[src/rtl/rfp_pkg.sv]
// types and constants for the radio frame parser with crc-16/kermit check
// no dependencies; imported by rfp_frame and radio_frame_parse_crc_check_unit
package rfp_pkg;

  localparam int unsigned MinFrame = 11;
  localparam int unsigned HdrLen   = 8;
  localparam logic [4:0]  LenMask  = 5'h1F;
  localparam logic [1:0]  VerMask  = 2'h3;
  localparam logic [15:0] CrcPoly  = 16'h8408;
  localparam logic [5:0]  CountMax = 6'd63;

  typedef enum logic [1:0] {
    StOk          = 2'd0,
    StTooShort    = 2'd1,
    StLenMismatch = 2'd2,
    StMsgShort    = 2'd3
  } status_e;

  typedef struct packed {
    logic [7:0] rx_byte;
    logic       last_byte;
  } rfp_in_t;

  typedef struct packed {
    logic [1:0]  status;
    logic        crc_ok;
    logic [6:0]  flag_bits;
    logic [1:0]  proto_version;
    logic [4:0]  message_length;
    logic [23:0] dest_address;
    logic [23:0] source_address;
    logic [7:0]  command_id;
    logic [4:0]  payload_length;
    logic [15:0] sequence_res;
  } rfp_out_t;

endpackage

[src/rtl/rfp_frame.sv]
// per-frame state: byte count, crc-16/kermit over a two-byte delay, header capture
// depends on rfp_pkg; result is combinational from the registered byte and state
module rfp_frame (
  input  logic             clk_i,
  input  logic             rst_ni,
  input  logic             step_i,
  input  rfp_pkg::rfp_in_t item_i,
  output rfp_pkg::rfp_out_t result_o
);
  import rfp_pkg::*;

  function automatic logic [15:0] crc_feed(input logic [15:0] crc, input logic [7:0] b);
    logic [15:0] c;
    c = crc ^ {8'h00, b};
    for (int i = 0; i < 8; i++) begin
      if (c[0]) begin
        c = (c >> 1) ^ CrcPoly;
      end else begin
        c = c >> 1;
      end
    end
    return c;
  endfunction

  logic [5:0]  count_q, count_d;
  logic [15:0] crc_q, crc_d;
  logic [7:0]  dly0_q, dly0_d, dly1_q, dly1_d;
  logic [7:0]  ctrl1_q, ctrl1_d, ctrl2_q, ctrl2_d;
  logic [23:0] dest_q, dest_d, src_q, src_d;
  logic [7:0]  cmd_q, cmd_d;
  logic [15:0] seq_q, seq_d;

  logic [5:0]  pos;
  logic [4:0]  mlen;
  logic        oneway;
  logic [5:0]  mlen_ext;
  logic [4:0]  need;
  logic [15:0] recv;
  logic [1:0]  status;
  logic        seq_hit;

  always_comb begin
    pos      = count_q;
    crc_d    = (pos >= 6'd2) ? crc_feed(crc_q, dly0_q) : crc_q;
    recv     = {item_i.rx_byte, dly1_q};
    dly0_d   = dly1_q;
    dly1_d   = item_i.rx_byte;

    ctrl1_d  = ctrl1_q;
    ctrl2_d  = ctrl2_q;
    dest_d   = dest_q;
    src_d    = src_q;
    cmd_d    = cmd_q;
    if (pos == 6'd0) begin
      ctrl1_d = item_i.rx_byte;
    end else if (pos == 6'd1) begin
      ctrl2_d = item_i.rx_byte;
    end else if (pos <= 6'd4) begin
      dest_d = {dest_q[15:0], item_i.rx_byte};
    end else if (pos <= 6'd7) begin
      src_d = {src_q[15:0], item_i.rx_byte};
    end else if (pos == 6'd8) begin
      cmd_d = item_i.rx_byte;
    end

    mlen     = ctrl1_d[4:0] & LenMask;
    oneway   = ctrl1_d[5];
    mlen_ext = {1'b0, mlen};
    // sequence number sits just before the six mac bytes and the two crc bytes
    seq_hit  = (pos >= 6'd9) && oneway && (mlen >= 5'(2 * HdrLen)) &&
               ((pos == mlen_ext - 6'd7) || (pos == mlen_ext - 6'd6));
    seq_d    = seq_hit ? {seq_q[7:0], item_i.rx_byte} : seq_q;

    count_d  = (count_q < CountMax) ? count_q + 6'd1 : count_q;

    need     = oneway ? 5'(2 * HdrLen) : 5'(HdrLen);
    if (count_d < 6'(MinFrame)) begin
      status = StTooShort;
    end else if (count_d != mlen_ext + 6'd3) begin
      status = StLenMismatch;
    end else if (mlen < need) begin
      status = StMsgShort;
    end else begin
      status = StOk;
    end

    result_o        = '0;
    result_o.status = status;
    if (status == StOk) begin
      result_o.crc_ok         = (recv == crc_d);
      result_o.flag_bits      = {ctrl1_d[7:5], ctrl2_d[7:4]};
      result_o.proto_version  = ctrl2_d[1:0] & VerMask;
      result_o.message_length = mlen;
      result_o.dest_address   = dest_d;
      result_o.source_address = src_d;
      result_o.command_id     = cmd_d;
      result_o.payload_length = mlen - need;
      result_o.sequence_res   = oneway ? seq_d : 16'h0000;
    end
  end

  always_ff @(posedge clk_i or negedge rst_ni) begin
    if (!rst_ni) begin
      count_q <= '0;
      crc_q   <= '0;
      dly0_q  <= '0;
      dly1_q  <= '0;
      ctrl1_q <= '0;
      ctrl2_q <= '0;
      dest_q  <= '0;
      src_q   <= '0;
      cmd_q   <= '0;
      seq_q   <= '0;
    end else if (step_i) begin
      if (item_i.last_byte) begin
        // frame closed, start the next one clean
        count_q <= '0;
        crc_q   <= '0;
        dly0_q  <= '0;
        dly1_q  <= '0;
        ctrl1_q <= '0;
        ctrl2_q <= '0;
        dest_q  <= '0;
        src_q   <= '0;
        cmd_q   <= '0;
        seq_q   <= '0;
      end else begin
        count_q <= count_d;
        crc_q   <= crc_d;
        dly0_q  <= dly0_d;
        dly1_q  <= dly1_d;
        ctrl1_q <= ctrl1_d;
        ctrl2_q <= ctrl2_d;
        dest_q  <= dest_d;
        src_q   <= src_d;
        cmd_q   <= cmd_d;
        seq_q   <= seq_d;
      end
    end
  end

endmodule

[src/rtl/radio_frame_parse_crc_check_unit.sv]
// top level of the radio frame parser: input register, frame logic, result register
// depends on rfp_pkg and rfp_frame
//
//   channel | direction | payload   | handshake
//   --------+-----------+-----------+-------------------------
//   in      | input     | rfp_in_t  | in_valid_i / in_ready_o
//   out     | output    | rfp_out_t | out_valid_o / out_ready_i
//
// one byte per cycle while the input is not stalled; a byte is registered, then processed when the input stage advances
// a result is registered and offered once the input stage holding last_byte advances
// the input stalls only while a last byte waits for a full, stalled result register
// reset clears the frame state and both valid flags
module radio_frame_parse_crc_check_unit (
  input  logic              clk_i,
  input  logic              rst_ni,
  input  logic              in_valid_i,
  output logic              in_ready_o,
  input  rfp_pkg::rfp_in_t  in_data_i,
  output logic              out_valid_o,
  input  logic              out_ready_i,
  output rfp_pkg::rfp_out_t out_data_o
);
  import rfp_pkg::*;

  logic     s1_valid_q, s1_valid_d;
  rfp_in_t  s1_q;
  logic     out_valid_q, out_valid_d;
  rfp_out_t out_q;
  rfp_out_t result;
  logic     out_free;
  logic     s1_adv;
  logic     in_acc;

  rfp_frame u_frame (
    .clk_i    (clk_i),
    .rst_ni   (rst_ni),
    .step_i   (s1_adv),
    .item_i   (s1_q),
    .result_o (result)
  );

  assign out_free   = !out_valid_q || out_ready_i;
  // bytes without last_byte never need the result register
  assign s1_adv     = s1_valid_q && (!s1_q.last_byte || out_free);
  assign in_ready_o = !s1_valid_q || s1_adv;
  assign in_acc     = in_valid_i && in_ready_o;

  always_comb begin
    s1_valid_d = s1_valid_q;
    if (in_acc) begin
      s1_valid_d = 1'b1;
    end else if (s1_adv) begin
      s1_valid_d = 1'b0;
    end
    out_valid_d = out_valid_q;
    if (s1_adv && s1_q.last_byte) begin
      out_valid_d = 1'b1;
    end else if (out_valid_q && out_ready_i) begin
      out_valid_d = 1'b0;
    end
  end

  always_ff @(posedge clk_i or negedge rst_ni) begin
    if (!rst_ni) begin
      s1_valid_q  <= 1'b0;
      out_valid_q <= 1'b0;
    end else begin
      s1_valid_q  <= s1_valid_d;
      out_valid_q <= out_valid_d;
    end
  end

  always_ff @(posedge clk_i) begin
    if (in_acc) begin
      s1_q <= in_data_i;
    end
    if (s1_adv && s1_q.last_byte) begin
      out_q <= result;
    end
  end

  assign out_valid_o = out_valid_q;
  assign out_data_o  = out_q;

`ifndef SYNTHESIS
  a_fail_zero: assert property (@(posedge clk_i) disable iff (!rst_ni)
    out_valid_o && (out_data_o.status != StOk) |->
      !out_data_o.crc_ok && (out_data_o.dest_address == '0) &&
      (out_data_o.sequence_res == '0) && (out_data_o.flag_bits == '0))
    else $error("failed frame carries nonzero fields");

  a_stall_cause: assert property (@(posedge clk_i) disable iff (!rst_ni)
    !in_ready_o |-> s1_valid_q && s1_q.last_byte && out_valid_q && !out_ready_i)
    else $error("input stalled without a blocked last byte");

  a_result_src: assert property (@(posedge clk_i) disable iff (!rst_ni)
    $rose(out_valid_o) |-> $past(s1_valid_q && s1_q.last_byte))
    else $error("result raised without a closing byte");

  a_no_drop: assert property (@(posedge clk_i) disable iff (!rst_ni)
    out_valid_q && !out_ready_i && !(s1_adv && s1_q.last_byte) |=> $stable(out_q))
    else $error("stalled result overwritten");
`endif

endmodule
[config.mk]
export PLATFORM = sky130hd
export DESIGN_NAME = radio_frame_parse_crc_check_unit
export DESIGN_NICKNAME = d
export VERILOG_FILES = /design/src/rtl/rfp_pkg.sv /design/src/rtl/rfp_frame.sv /design/src/rtl/radio_frame_parse_crc_check_unit.sv
export SDC_FILE = /design/constraint.sdc
export NUM_CORES = 1
export LEC_CHECK = 0
export ABC_AREA = 1
export BUFFER_PORTS_ARGS = -buffer_cell sky130_fd_sc_hd__buf_2
export CORE_MARGIN = 5
export CORE_UTILIZATION = 53
export DETAILED_ROUTE_END_ITERATION = 16
export PLACE_DENSITY = 0.83
export SLEW_MARGIN = 5
export SYNTH_ARGS = -nofsm -noshare
export SYNTH_HDL_FRONTEND = slang
export SYNTH_HIERARCHICAL = 1
export SYNTH_SLANG_ARGS = --single-unit
[constraint.sdc]
create_clock -name clk_i -period 3 [get_ports clk_i]
set_input_delay 0.9 -clock clk_i [delete_from_list [all_inputs] [get_ports clk_i]]
set_output_delay 0.9 -clock clk_i [all_outputs]
set_load 0.02 [all_outputs]
## Word level (Yosys, flattened, before mapping)

Cells that the tools add are included.

- $lt $le $gt $ge: 8
- Equal/unequal tests: 6
- Reduce and logical (&&, ||, !) cells: 19
- $add $sub $neg: 5
- Bitwise logic cells: 9
- Muxes and demuxes: 44

Operators by type and width:

| kind | number |
|---|---|
| $mux W24 | 9 |
| $mux W16 | 12 |
| $mux W8 | 13 |
| $not A2 Y3 | 8 |
| $eq A16 B16 Y1 | 1 |
| $xor A16 B8 Y16 | 1 |
| $eq A6 B6 Y1 | 2 |
| $le A6 B3 Y1 const B | 2 |
| $mux W6 | 2 |
| $sub A5 B3 Y6 const B | 2 |
| $logic_and A1 B1 Y1 | 7 |
| $add A5 B2 Y6 const B | 1 |
| $add A6 B1 Y6 const B | 1 |
| $eq A6 B1 Y1 const B | 1 |
| $eq A6 B4 Y1 const B | 1 |
| $ge A6 B2 Y1 const B | 1 |
| $ge A6 B4 Y1 const B | 1 |
| $logic_not A6 Y1 | 1 |
| $lt A6 B4 Y1 const B | 1 |
| $lt A6 B6 Y1 const B | 1 |
| $mux W2 | 3 |
| $ne A6 B6 Y1 | 1 |
| $ge A5 B5 Y1 const B | 1 |
| $lt A5 B5 Y1 | 1 |
| 8 further kinds | 17 |

- Output and inout bits: 96
- Register bits after elaboration: 229
- Logic and storage cells: 115
- Input bits: 13

## Longest topological paths before layout

Gate-level depths: netlist of the first run.

- Word-level depth: 19
- Gate-level depth with buffers: 20
- Gate-level depth less buffers: 19

## By module

The synthesis of the first run kept the hierarchy.

Modules (own cells, without submodules):

| module | cells each | area each (um^2) | seq. area each (um^2) | instances |
|---|---|---|---|---|
| rfp_frame | 1085 | 7489.7 | 3103.0 | 1 |
| radio_frame_parse_crc_check_unit | 118 | 3203.1 | 3143.0 | 1 |

## Worst setup path after synthesis of the first run

No wires, ideal clock.

- Path kind: input to register
- Start point: input out_ready_i
- End point: register out_q (netlist bit out_data_o[0]) (enable)
- Data arrival time: 2939 ps
- Library setup time: 448 ps
- Stages: 4
- Setup slack: -387 ps
- Buffers on the path: 0
- Cells stage by stage: inv_1 > nand2_1 > nand3_1 > inv_1

- Cells in the longest elaborated chain, start to end: 4

RTL lines:

| element | RTL line | RTL |
|---|---|---|
| start: declaration | radio_frame_parse_crc_check_unit.sv:20 | `input logic out_ready_i,` |
| $logic_or A1 B1 Y1 | radio_frame_parse_crc_check_unit.sv:42 | `assign out_free = !out_valid_q \|\| out_ready_i;` |
| $logic_or A1 B1 Y1 | radio_frame_parse_crc_check_unit.sv:44 | `assign s1_adv = s1_valid_q && (!s1_q.last_byte \|\| out_free);` |
| $logic_and A1 B1 Y1 | radio_frame_parse_crc_check_unit.sv:44 |  |
| $logic_and A1 B1 Y1 | radio_frame_parse_crc_check_unit.sv:77 | `if (s1_adv && s1_q.last_byte) begin` |
| end signal: assignment | radio_frame_parse_crc_check_unit.sv:78 | `out_q <= result;` |
| end: declaration | radio_frame_parse_crc_check_unit.sv:28 | `rfp_out_t out_q;` |

Every way passes these cells.
A chain may end at the register's enable or synchronous reset.

## Worst setup path in the final report of the first run

- Start point: register u_frame.count_q[0]
- End point: register out_q (netlist bit out_data_o[7]), data pin

- Cells in the longest elaborated chain, start to end: 9
- Elaborated cells between the ends (all ways): 26

RTL lines:

| element | RTL line | RTL |
|---|---|---|
| start: declaration | rfp_frame.sv:25 | `logic [5:0] count_q, count_d;` |
| start signal: assignment | rfp_frame.sv:128 | `count_q <= count_d;` |
| parallel branches: the longest is 9 deep, another holds $add A6 B1 Y6 | n/a |  |

Several ways; the timed one is not identified.

==> results of run 1 <==
==> cells in the mapped netlist, types with 2 or more instances <==
master    count
nand3_1      72
o21ai_0      92
edfxtp_1    103
nand4_2       2
buf_4         3
ha_1          9
nor3_1        2
a21oi_1       3
nand2_2       4
nand3_2       2
nor2_4        2
nand4_1       8
xnor2_1      11
inv_2         2
nor2_2        2
buf_1         2
clkbuf_1     38
o22ai_1      95
nor2_1      114
nand2_1     318
xor2_1        9
buf_2        13
dfrtp_1     126
inv_1       161
==> layer usage <==
metal	track usage, %	wire length [µm]
met1	28.9	10500
met2	34.0	11900
met3	3.95	2160
met4	6.98	644
met5	0	0
==> kinds of logic after synthesis <==
kind of cell,after synthesis,share of synthesized area (%)
simple gates,528,20.2
flops,229,58.4
buf+inv,220,8.05
compound gates,197,10.6
xor+xnor,20,1.64
fa+ha+maj,9,1.05
==> power by group <==
group          switching, mW  internal, mW  leakage [nW]
logic                   1.97         0.979          2.82
clock network           1.18          1.94         0.423
registers              0.192          3.65          2.70
==> registers in the layout, summed over array words and instances (netlist names) <==
| register | count |
|---|---|
| out_data_o | 94 |
| out_valid_o | 1 |
| s1_q | 9 |
| s1_valid_q | 1 |
| u_frame/cmd_q | 8 |
| u_frame/count_q | 6 |
| u_frame/crc_q | 16 |
| u_frame/ctrl1_q | 8 |
| u_frame/ctrl2_q | 6 |
| u_frame/dest_q | 24 |
| u_frame/dly0_d | 8 |
| u_frame/dly0_q | 8 |
| u_frame/seq_q | 16 |
| u_frame/src_q | 24 |
==> worst min path at each step <==
stage,endpoint,slack [ps],cells past startpoint
global placement,u_frame/seq_q[12],460,2
global route,u_frame/src_q[20],340,1
finish,u_frame/src_q[16],330,1
floorplan,u_frame/seq_q[10],450,2
detailed placement,u_frame/seq_q[12],470,2
CTS,u_frame/src_q[1],320,1
==> cells in the final DEF (no fill, tap or decap), drive strengths merged <==
cell type,count
inv,162
xor2,9
nor2,118
nand3,74
nand2,322
clkinvlp,1
edfxtp,103
nor3,2
buf,141
o31ai,1
o21ai,95
xnor2,11
a311oi,1
o22ai,95
or2,1
nand4,10
bufinv,4
nand3b,1
o21bai,1
clkinv,7
clkbuf,34
ha,9
o211ai,1
dfrtp,126
a21oi,3
==> timing repair <==
item,4_1_cts,5_1_grt
setup buffers,0,1
gates resized for setup,0,12
setup endpoints to repair,0,108
==> cell type report <==
cell class | count | share of cell area [%]
inverters | 163 | 4.89
clock inverters | 11 | 1.32
repair buffers | 142 | 7.23
flip-flops and latches | 229 | 49.6
well taps | 270 | 2.68
clock buffers | 33 | 5.43
multi-input cells | 754 | 28.9
==> metrics by stage <==
step	utilization [%]	hold WS, ps
after detailed placement	58.1	466
after global placement	58.1	462
after CTS	62.4	318
after global routing	62.9	344
after floorplan	-	449
final	62.9	326
==> summary.md, run 1 <==
| Metric | Value |
|---|---|
| Final WL | 25,200 µm |
| Post-route cell area | 0.0126 mm² |
| GR Util All Layers | 21.0% |
| Worst-path cell chain | inv_1 > ha_4 > buf_4 > nand4_1 > nand2_2 > inv_1 > ha_1 > xor2_1 > nor2_1 > nand2_1 > nor2_1 > nand2_1 > nand2_4 > buf_6 > nand3_1 > nand2_1 > nor2_1 |
| Total CTS buffers | 24 |
| CTS sink cnt | 229 |
| Non-filler cells, final | 1,602 |
| Longest Clk Path Bufs | 3 |
| Total negative slack | 0 ps |
| Nets@finish | 1,336 |
| Leak | 5.95 nW |
| Core Area | 0.0200 mm² |
| Place WS | 24.4 ps |
| Unrepaired setup endpoints after global routing | false |
| CP max stage delay | 370 ps |
| Routed Antenna Nets | 0 |
| Critical path class | reg2reg |
| Filler instances | 1,621 |
| Worst-Skew Late Latency | 520 ps |
| Ant diodes | 0 |
| # setup viols final | 0 |
| R2R Path End | out_data_o[7] |
| Worst setup startpoint | u_frame/count_q[0] |
| DIE WIDTH | 152 µm |
| Layout cell share with drive strength beyond 1 | 15.5% |
| Post-Syn Area | 0.0107 mm² |
| Placed Cells | 1,555 |
| Post-synthesis register bit count | 229 |
| CP max-delay cell | dfrtp_1 |
| Clock-pin transition on the worst setup and hold timing paths | 60 ps |
| Avg Inst Size Synth | 8.89 µm² |
| Total Power | 9.91 mW |
| Crit path buf inv count | 4 |
| CTS Hold Bufs | 0 |
| Initial Util | 53.4% |
| Drt first pass iters | 5 |
| Worst IR Drop VDD | 426 µV |
| Critical path data arrival time | 3070 ps |
| Synth warn | 6 |
| CTS tree | yes |
| Number of global-route vias before repair | 8,199 |
| Seq/Total Area, Yosys | 58.4% |
| DR vias | 8,682 |
| Hold Vio Cnt, Final | 0 |
| Starting DRC count in detailed routing | 703 |
| Top cell type's share of synthesized area | 29.5% |
| Synth cell types | 34 |
| First-pass GRT wire length | 40,600 µm |
| FP Rows | 52 |
| Worst Skew | 16.5 ps |
| Pwr/cell area | 786 mW/mm² |
| EDFF count, synth | 103 |
| Delay-heaviest family, CP | simple AND/OR/NAND/NOR gates |
| F_max | 356 MHz |
| Post-DP Area | 0.0116 mm² |
| Worst path required time | 3260 ps |
| RR Startpoint | u_frame/count_q[0] |
| Cell depth of the worst setup path | 17 |
| Max-cap viol count | 0 |
| IO Port Bufs | 108 |
| Synth-to-layout area growth | 17.8% |
| Outcome | finished, final reports clean |
| Synth top area cells | dfrtp_1 (29%), edfxtp_1 (29%), nand2_1 (11%) |
| Die Area | 0.0231 mm² |
| CP endpoint kind | flip-flop |
| DP Wirelength | 16,200 µm |
| Relative slew margins | 27.7% |
| Syn Inst Count | 1,203 |
| Slew @ Worst Pin | 1080 ps |
| Register area | 0.00625 mm² |
| Async set-or-reset flop fraction in the synthesized netlist | 55.0% |
| Main flop type after synthesis | dfrtp_1 |
| Share of the clock period used by the worst path | 93.6% |
| Drt via density | 5.42 |
| DIE HEIGHT | 152 µm |
| Minimum clock period | 2810 ps |
| Overflow after GRT | 0 |
| Footprint of the multi-input gates | 0.00364 mm² |
| Synth area leader | dfrtp_1 |
| Net Count, Synth | 1,225 |
| Final Worst Setup Slack | 193 ps |
| FF-to-FF path depth | 17 |
| Crit Path Max Fanout | 10 |
| Remaining routing DRC violations | 0 |
| CP Capture Point | out_data_o[7] |
| Worst hold path type | in2async |
| Reg2reg setup slack | 190 ps |
| Initial antenna violation count | 0 |
| Largest net degree at the start of global routing | 97 |
| Drt wl/cell | 15.7 µm |
| Routability Congestion | 0.965 |
| CTS H-Tree Depth | 1 |
| Clock root cell | clkbuf_16 |
| # IOs | 109 |
| Crit start category | flip-flop |
| Max-slew violation count | 0 |
No activity file was read; power rests on OpenSTA's default activity.
==> run 2: changes to the inputs <==
--- a/config.mk
+++ b/config.mk
@@ -8,9 +8,9 @@
 export ABC_AREA = 1
 export BUFFER_PORTS_ARGS = -buffer_cell sky130_fd_sc_hd__buf_2
 export CORE_MARGIN = 5
-export CORE_UTILIZATION = 53
+export CORE_UTILIZATION = 45
 export DETAILED_ROUTE_END_ITERATION = 16
-export PLACE_DENSITY = 0.83
+export PLACE_DENSITY = 0.73
 export SLEW_MARGIN = 5
 export SYNTH_ARGS = -nofsm -noshare
 export SYNTH_HDL_FRONTEND = slang
==> constraint.sdc (replaced) <==
create_clock -name clk_i -period 3 [get_ports clk_i]
set_input_delay 0.3 -clock clk_i [delete_from_list [all_inputs] [get_ports clk_i]]
set_output_delay 0.3 -clock clk_i [all_outputs]
set_load 0.02 [all_outputs]
==> run 2 against run 1 <==
- via count fell by 1.2%
- global-route usage fell by 1.9 points
- sequential cell count unchanged
- total power decreased by 1.8%
- largest power group unchanged
- highest routed layer unchanged
==> summary.md, run 2 (same netlist as run 1, synthesis figures left out) <==
| Metric | Value |
|---|---|
| Max-cap viol count | 0 |
| Leak | 5.96 nW |
| Delay-heaviest family, CP | simple AND/OR/NAND/NOR gates |
| Worst hold path type | in2reg |
| Total Power | 9.73 mW |
| IO Port Bufs | 108 |
| Nets@finish | 1,353 |
| CTS H-Tree Depth | 1 |
| Relative slew margins | 26.4% |
| DIE WIDTH | 164 µm |
| Starting DRC count in detailed routing | 771 |
| Outcome | finished, final reports clean |
| Routed Antenna Nets | 0 |
| Drt first pass iters | 6 |
| Filler instances | 2,149 |
| Total negative slack | 0 ps |
| CP max-delay cell | dfrtp_2 |
| FF-to-FF path depth | 17 |
| Reg2reg setup slack | 240 ps |
| Initial Util | 45.7% |
| Slew @ Worst Pin | 1100 ps |
| CP endpoint kind | flip-flop |
| Critical path data arrival time | 3040 ps |
| Number of global-route vias before repair | 8,188 |
| CP dominant cell by count | nand2_1 |
| GR Util All Layers | 19.1% |
| Register area | 0.00625 mm² |
| Routability Congestion | 0.922 |
| Post-CTS Setup Repair Bufs | 0 |
| Final WL | 26,000 µm |
| Worst IR Drop VDD | 502 µV |
| F_max | 362 MHz |
| Max-slew violation count | 0 |
| Largest net degree at the start of global routing | 97 |
| Non-filler cells, final | 1,669 |
| Drt wl/cell | 15.6 µm |
| Footprint of the multi-input gates | 0.00362 mm² |
| Initial antenna violation count | 0 |
| Worst Hold Launch | out_ready_i |
| Ant diodes | 0 |
| FP Rows | 56 |
| Die Area | 0.0269 mm² |
| Remaining routing DRC violations | 0 |
| Layout cell share with drive strength beyond 1 | 15.3% |
| Hold Vio Cnt, Final | 0 |
| CTS tree | yes |
| Total CTS buffers | 25 |
| Critical path class | reg2reg |
| Crit path buf inv count | 3 |
| Most common cell after layout, fill and taps aside | nand2_1 |
| DR vias | 8,576 |
| # setup viols final | 0 |
| Worst Skew | 16.4 ps |
| Worst-path cell chain | nor2_4 > nand3_4 > buf_4 > nand2_1 > nand2_1 > buf_4 > nor2_1 > nand2_1 > nand2_1 > nand2_1 > nor2_1 > nand2_1 > nand2_2 > buf_4 > nand3_1 > nand2_1 > nor2_1 |
| Crit start category | flip-flop |
| Final Worst Setup Slack | 236 ps |
| CP max stage delay | 450 ps |
| Clock-pin transition on the worst setup and hold timing paths | 60 ps |
| Place WS | 136 ps |
| Worst path required time | 3270 ps |
| Synth-to-layout area growth | 18.6% |
| Longest Clk Path Bufs | 3 |
| Most frequent cells in the layout | nand2_1 (318), inv_1 (159), dfrtp_1 (125), nor2_1 (114), buf_2 (107) |
| Crit Path Max Fanout | 8 |
| # IOs | 109 |
| RR Startpoint | u_frame/count_q[4] |
| Hold WS | 87.5 ps |
| Drt via density | 5.14 |
| DP Wirelength | 17,200 µm |
| Minimum clock period | 2760 ps |
| R2R Path End | out_data_o[9] |
| Overflow after GRT | 0 |
| Largest register FFs | 94 |
| Hold path depth | 4 |
| WHS Endpoint | out_valid_o |
| Core Area | 0.0234 mm² |
| DIE HEIGHT | 164 µm |
| Clock root cell | clkbuf_16 |
| CTS sink cnt | 229 |
| Worst-Skew Late Latency | 530 ps |
| First-pass GRT wire length | 41,500 µm |
| Pwr/cell area | 767 mW/mm² |
| Placed Cells | 1,612 |
| Share of the clock period used by the worst path | 92.1% |
==> run 2: layer usage <==
metal | routed length [µm] | up-vias | track usage, %
met5 | 0 | - | 0
met4 | 556 | 0 | 4.92
met3 | 1760 | 39 | 3.51
met2 | 12600 | 280 | 32.4
met1 | 11100 | 4037 | 25.3
li1 | - | 4220 | -
==> run 2: stage by stage <==
stage / instance area, µm² / util (%)
2_1_floorplan: 10700 / -
3_3_place_gp: 11700 / 50.2
3_5_place_dp: 11700 / 50.2
4_1_cts: 12600 / 54.0
5_1_grt: 12700 / 54.2
6_report: 12700 / 54.2
==> run 2: worst max-delay path by stage <==
stage	from	to	depth (start not counted)
finish	u_frame/count_q[4]	out_data_o[9]	17
global route	u_frame/count_q[4]	out_data_o[85]	16
CTS	u_frame/count_q[1]	out_data_o[85]	15
detailed placement	u_frame/count_q[1]	out_data_o[85]	15
global placement	u_frame/count_q[0]	out_data_o[11]	15
floorplan	out_valid_o	out_data_o[0]	3
==> run 2: what timing repair did <==
item	in CTS	in global routing
hold buffers	11	0
gates resized for setup	0	7
setup endpoints to repair	0	55
hold endpoints to repair	68	0
==> run 2: final cells by class <==
| cell class | count | area share (%) |
|---|---|---|
| sequential | 229 | 49.3 |
| multi-input combinational | 754 | 28.5 |
| timing repair buffer | 158 | 7.95 |
| clock buffer | 30 | 5.08 |
| inverter | 163 | 4.84 |
| tap | 319 | 3.15 |
| clock inverter | 16 | 1.17 |
==> run 2: where the power goes <==
part	switching [mW]	total (mW)	leakage, nW	internal (mW)
sequential	0.190	3.83	2.70	3.65
clock	1.23	2.95	0.389	1.72
combinational	1.94	2.95	2.88	1.00
==> run 2: worst register-to-register path, delay by kind of cell, from the launching register on <==
family	cells	cell delay, ps
DFF	1	450
buffers and inverters	3	530
and+or+nand+nor	14	1550
==> run 3: changes to the inputs <==
--- a/config.mk
+++ b/config.mk
@@ -11,6 +11,7 @@
 export CORE_UTILIZATION = 45
 export DETAILED_ROUTE_END_ITERATION = 16
 export PLACE_DENSITY = 0.73
+export RECOVER_POWER = 50
 export SLEW_MARGIN = 5
 export SYNTH_ARGS = -nofsm -noshare
 export SYNTH_HDL_FRONTEND = slang
==> run 3 against run 2 <==
- the flow now finishes with violations (max-capacitance violations, max-slew violations)
- maximum frequency up 0.65%
- clock power about the same
- register-to-register slack better by 20 ps
- core utilization down 0.57 points
- first-iteration DRC count up 6.6%
- total power down 0.14%
- cell area down 1.0%
- die area unchanged
- global-route usage unchanged
- critical endpoint unchanged
- largest power group unchanged
==> summary.md, run 3 (same netlist as run 1, synthesis figures left out) <==
| Metric | Value |
|---|---|
| Slew @ Worst Pin | 1530 ps |
| # setup viols final | 0 |
| CP endpoint kind | flip-flop |
| DR vias | 8,580 |
| Switching power share of the total | 34.6% |
| Clock root cell | clkbuf_16 |
| Die Area | 0.0269 mm² |
| Most frequent cells in the layout | nand2_1 (318), inv_1 (160), dfrtp_1 (125), nor2_1 (114), edfxtp_1 (103) |
| Total Power | 9.72 mW |
| Post-CTS Setup Repair Bufs | 0 |
| Total negative slack | 0 ps |
| Share of the clock period used by the worst path | 91.6% |
| Reg2reg setup slack | 250 ps |
| Delay-heaviest family, CP | simple AND/OR/NAND/NOR gates |
| CTS sink cnt | 229 |
| Ant diodes | 0 |
| Switching pwr | 3.36 mW |
| Hold Vio Cnt, Final | 0 |
| Crit Path Max Fanout | 8 |
| CP dominant cell by count | nand2_1 |
| Worst IR Drop VDD | 502 µV |
| Worst Skew | 17.1 ps |
| DIE HEIGHT | 164 µm |
| IO Port Bufs | 108 |
| Remaining routing DRC violations | 0 |
| Post-route cell area | 0.0125 mm² |
| Pwr/cell area | 774 mW/mm² |
| Nets@finish | 1,353 |
| Core Area | 0.0234 mm² |
| Clock power frac | 30.3% |
| Total CTS buffers | 25 |
| Worst hold path type | in2reg |
| CTS H-Tree Depth | 1 |
| Critical path class | reg2reg |
| Largest net degree at the start of global routing | 97 |
| Int Power | 6.36 mW |
| Relative slew margins | -2.44% |
| Non-filler cells, final | 1,669 |
| Flop pwr share | 39.5% |
| Max-cap viol count | 2 |
| Worst-Skew Late Latency | 530 ps |
| CP max-delay cell | dfrtp_2 |
| Largest register FFs | 94 |
| Minimum clock period | 2750 ps |
| Leak | 5.68 nW |
| DP Wirelength | 17,200 µm |
| Power share of the combinational group | 30.2% |
| Layout cell share with drive strength beyond 1 | 8.07% |
| Initial Util | 45.7% |
| GR Util All Layers | 19.1% |
| Worst-path cell chain | nor2_4 > nand3_4 > buf_4 > nand2_1 > nand2_1 > buf_4 > nor2_1 > nand2_1 > nand2_1 > nand2_1 > nor2_1 > nand2_1 > nand2_2 > buf_4 > nand3_1 > nand2_1 > nor2_1 |
| Routed Antenna Nets | 0 |
| Drt via density | 5.14 |
| Overflow after GRT | 0 |
| CTS tree | yes |
| Number of global-route vias before repair | 8,188 |
| Longest Clk Path Bufs | 3 |
| Synth-to-layout area growth | 17.4% |
| CP max stage delay | 450 ps |
| Final WL | 26,100 µm |
| Critical path data arrival time | 3020 ps |
| Starting DRC count in detailed routing | 822 |
| Initial antenna violation count | 0 |
| Failing checks | max-capacitance violations, max-slew violations |
| # IOs | 109 |
| Drt wl/cell | 15.7 µm |
| DIE WIDTH | 164 µm |
| Crit start category | flip-flop |
| Post-DP Area | 0.0117 mm² |
| Clock-pin transition on the worst setup and hold timing paths | 60 ps |
| Routability Congestion | 0.922 |
| Outcome | finished, violations left |
| Worst path required time | 3270 ps |
| Crit path buf inv count | 3 |
| F_max | 364 MHz |
| FP Rows | 56 |
| First-pass GRT wire length | 41,500 µm |
| Most common cell after layout, fill and taps aside | nand2_1 |
| Drt first pass iters | 5 |
| Placed Cells | 1,612 |
| Max-slew violation count | 95 |
-- run 3: layer usage --
layer	vias to the layer above	global-route usage [%]	wire length, µm
met5	-	0	0
met4	0	4.92	577
met3	39	3.51	1680
met2	289	32.4	12600
met1	4029	25.3	11300
li1	4223	-	-
-- run 3: power groups by stage --
stage | Sequential, mW | Combinational, mW | Clock [mW]
finish | 3.84 | 2.93 | 2.95
floorplan | 3.92 | 2.07 | 0
global route | 3.87 | 3.31 | 3.16
CTS | 3.84 | 2.89 | 3.02
global placement | 3.88 | 2.81 | 0
detailed placement | 3.89 | 2.86 | 0
-- run 3: metrics by stage --
step                worst slack (ps)  utilization (%)  hold slack [ps]
finish                           253             53.6             77.0
global route                  -0.183             53.6              126
CTS                              114             54.0             72.2
detailed placement               136             50.2              431
global placement                 152             50.2              431
floorplan                       50.0                -             4.41
-- run 3: path summary, 6_finish.rpt --
check	from	endpoint	depth (start not counted)
worst max register to register	u_frame/count_q[4]	out_data_o[9]	17
worst min-delay path	out_ready_i	out_valid_o	4
min in group asynchronous	rst_ni	u_frame/cmd_q[7]	2
max in group asynchronous	rst_ni	u_frame/count_q[4]	3
worst min register to register	u_frame/seq_q[12]	u_frame/seq_q[12]	2
worst max-delay path	u_frame/count_q[4]	out_data_o[9]	17
-- run 3: layout make-up --
type	instances	area, µm²
repair buffers	158	885
inverters	163	612
multi-input cells	754	3610
clock inverters	16	149
well taps	319	399
fillers	2198	10900
flip-flops and latches	229	6250
clock buffers	30	644
-- run 3: worst register-to-register path: stages, from the launching register on --
cell and delay [ps]:
dfrtp_2 450, nor2_4 210, nand3_4 150, buf_4 190, nand2_1 90, nand2_1 80
buf_4 160, nor2_1 230, nand2_1 100, nand2_1 60, nand2_1 50, nor2_1 80
nand2_1 70, nand2_2 150, buf_4 170, nand3_1 120, nand2_1 90, nor2_1 40
-- run 3: what timing repair did --
action / in CTS / in global routing
gates resized for setup: 0 / 7
hold buffers: 11 / 0
hold endpoints to repair: 68 / 0
endpoints found under the setup margin: 0 / 55
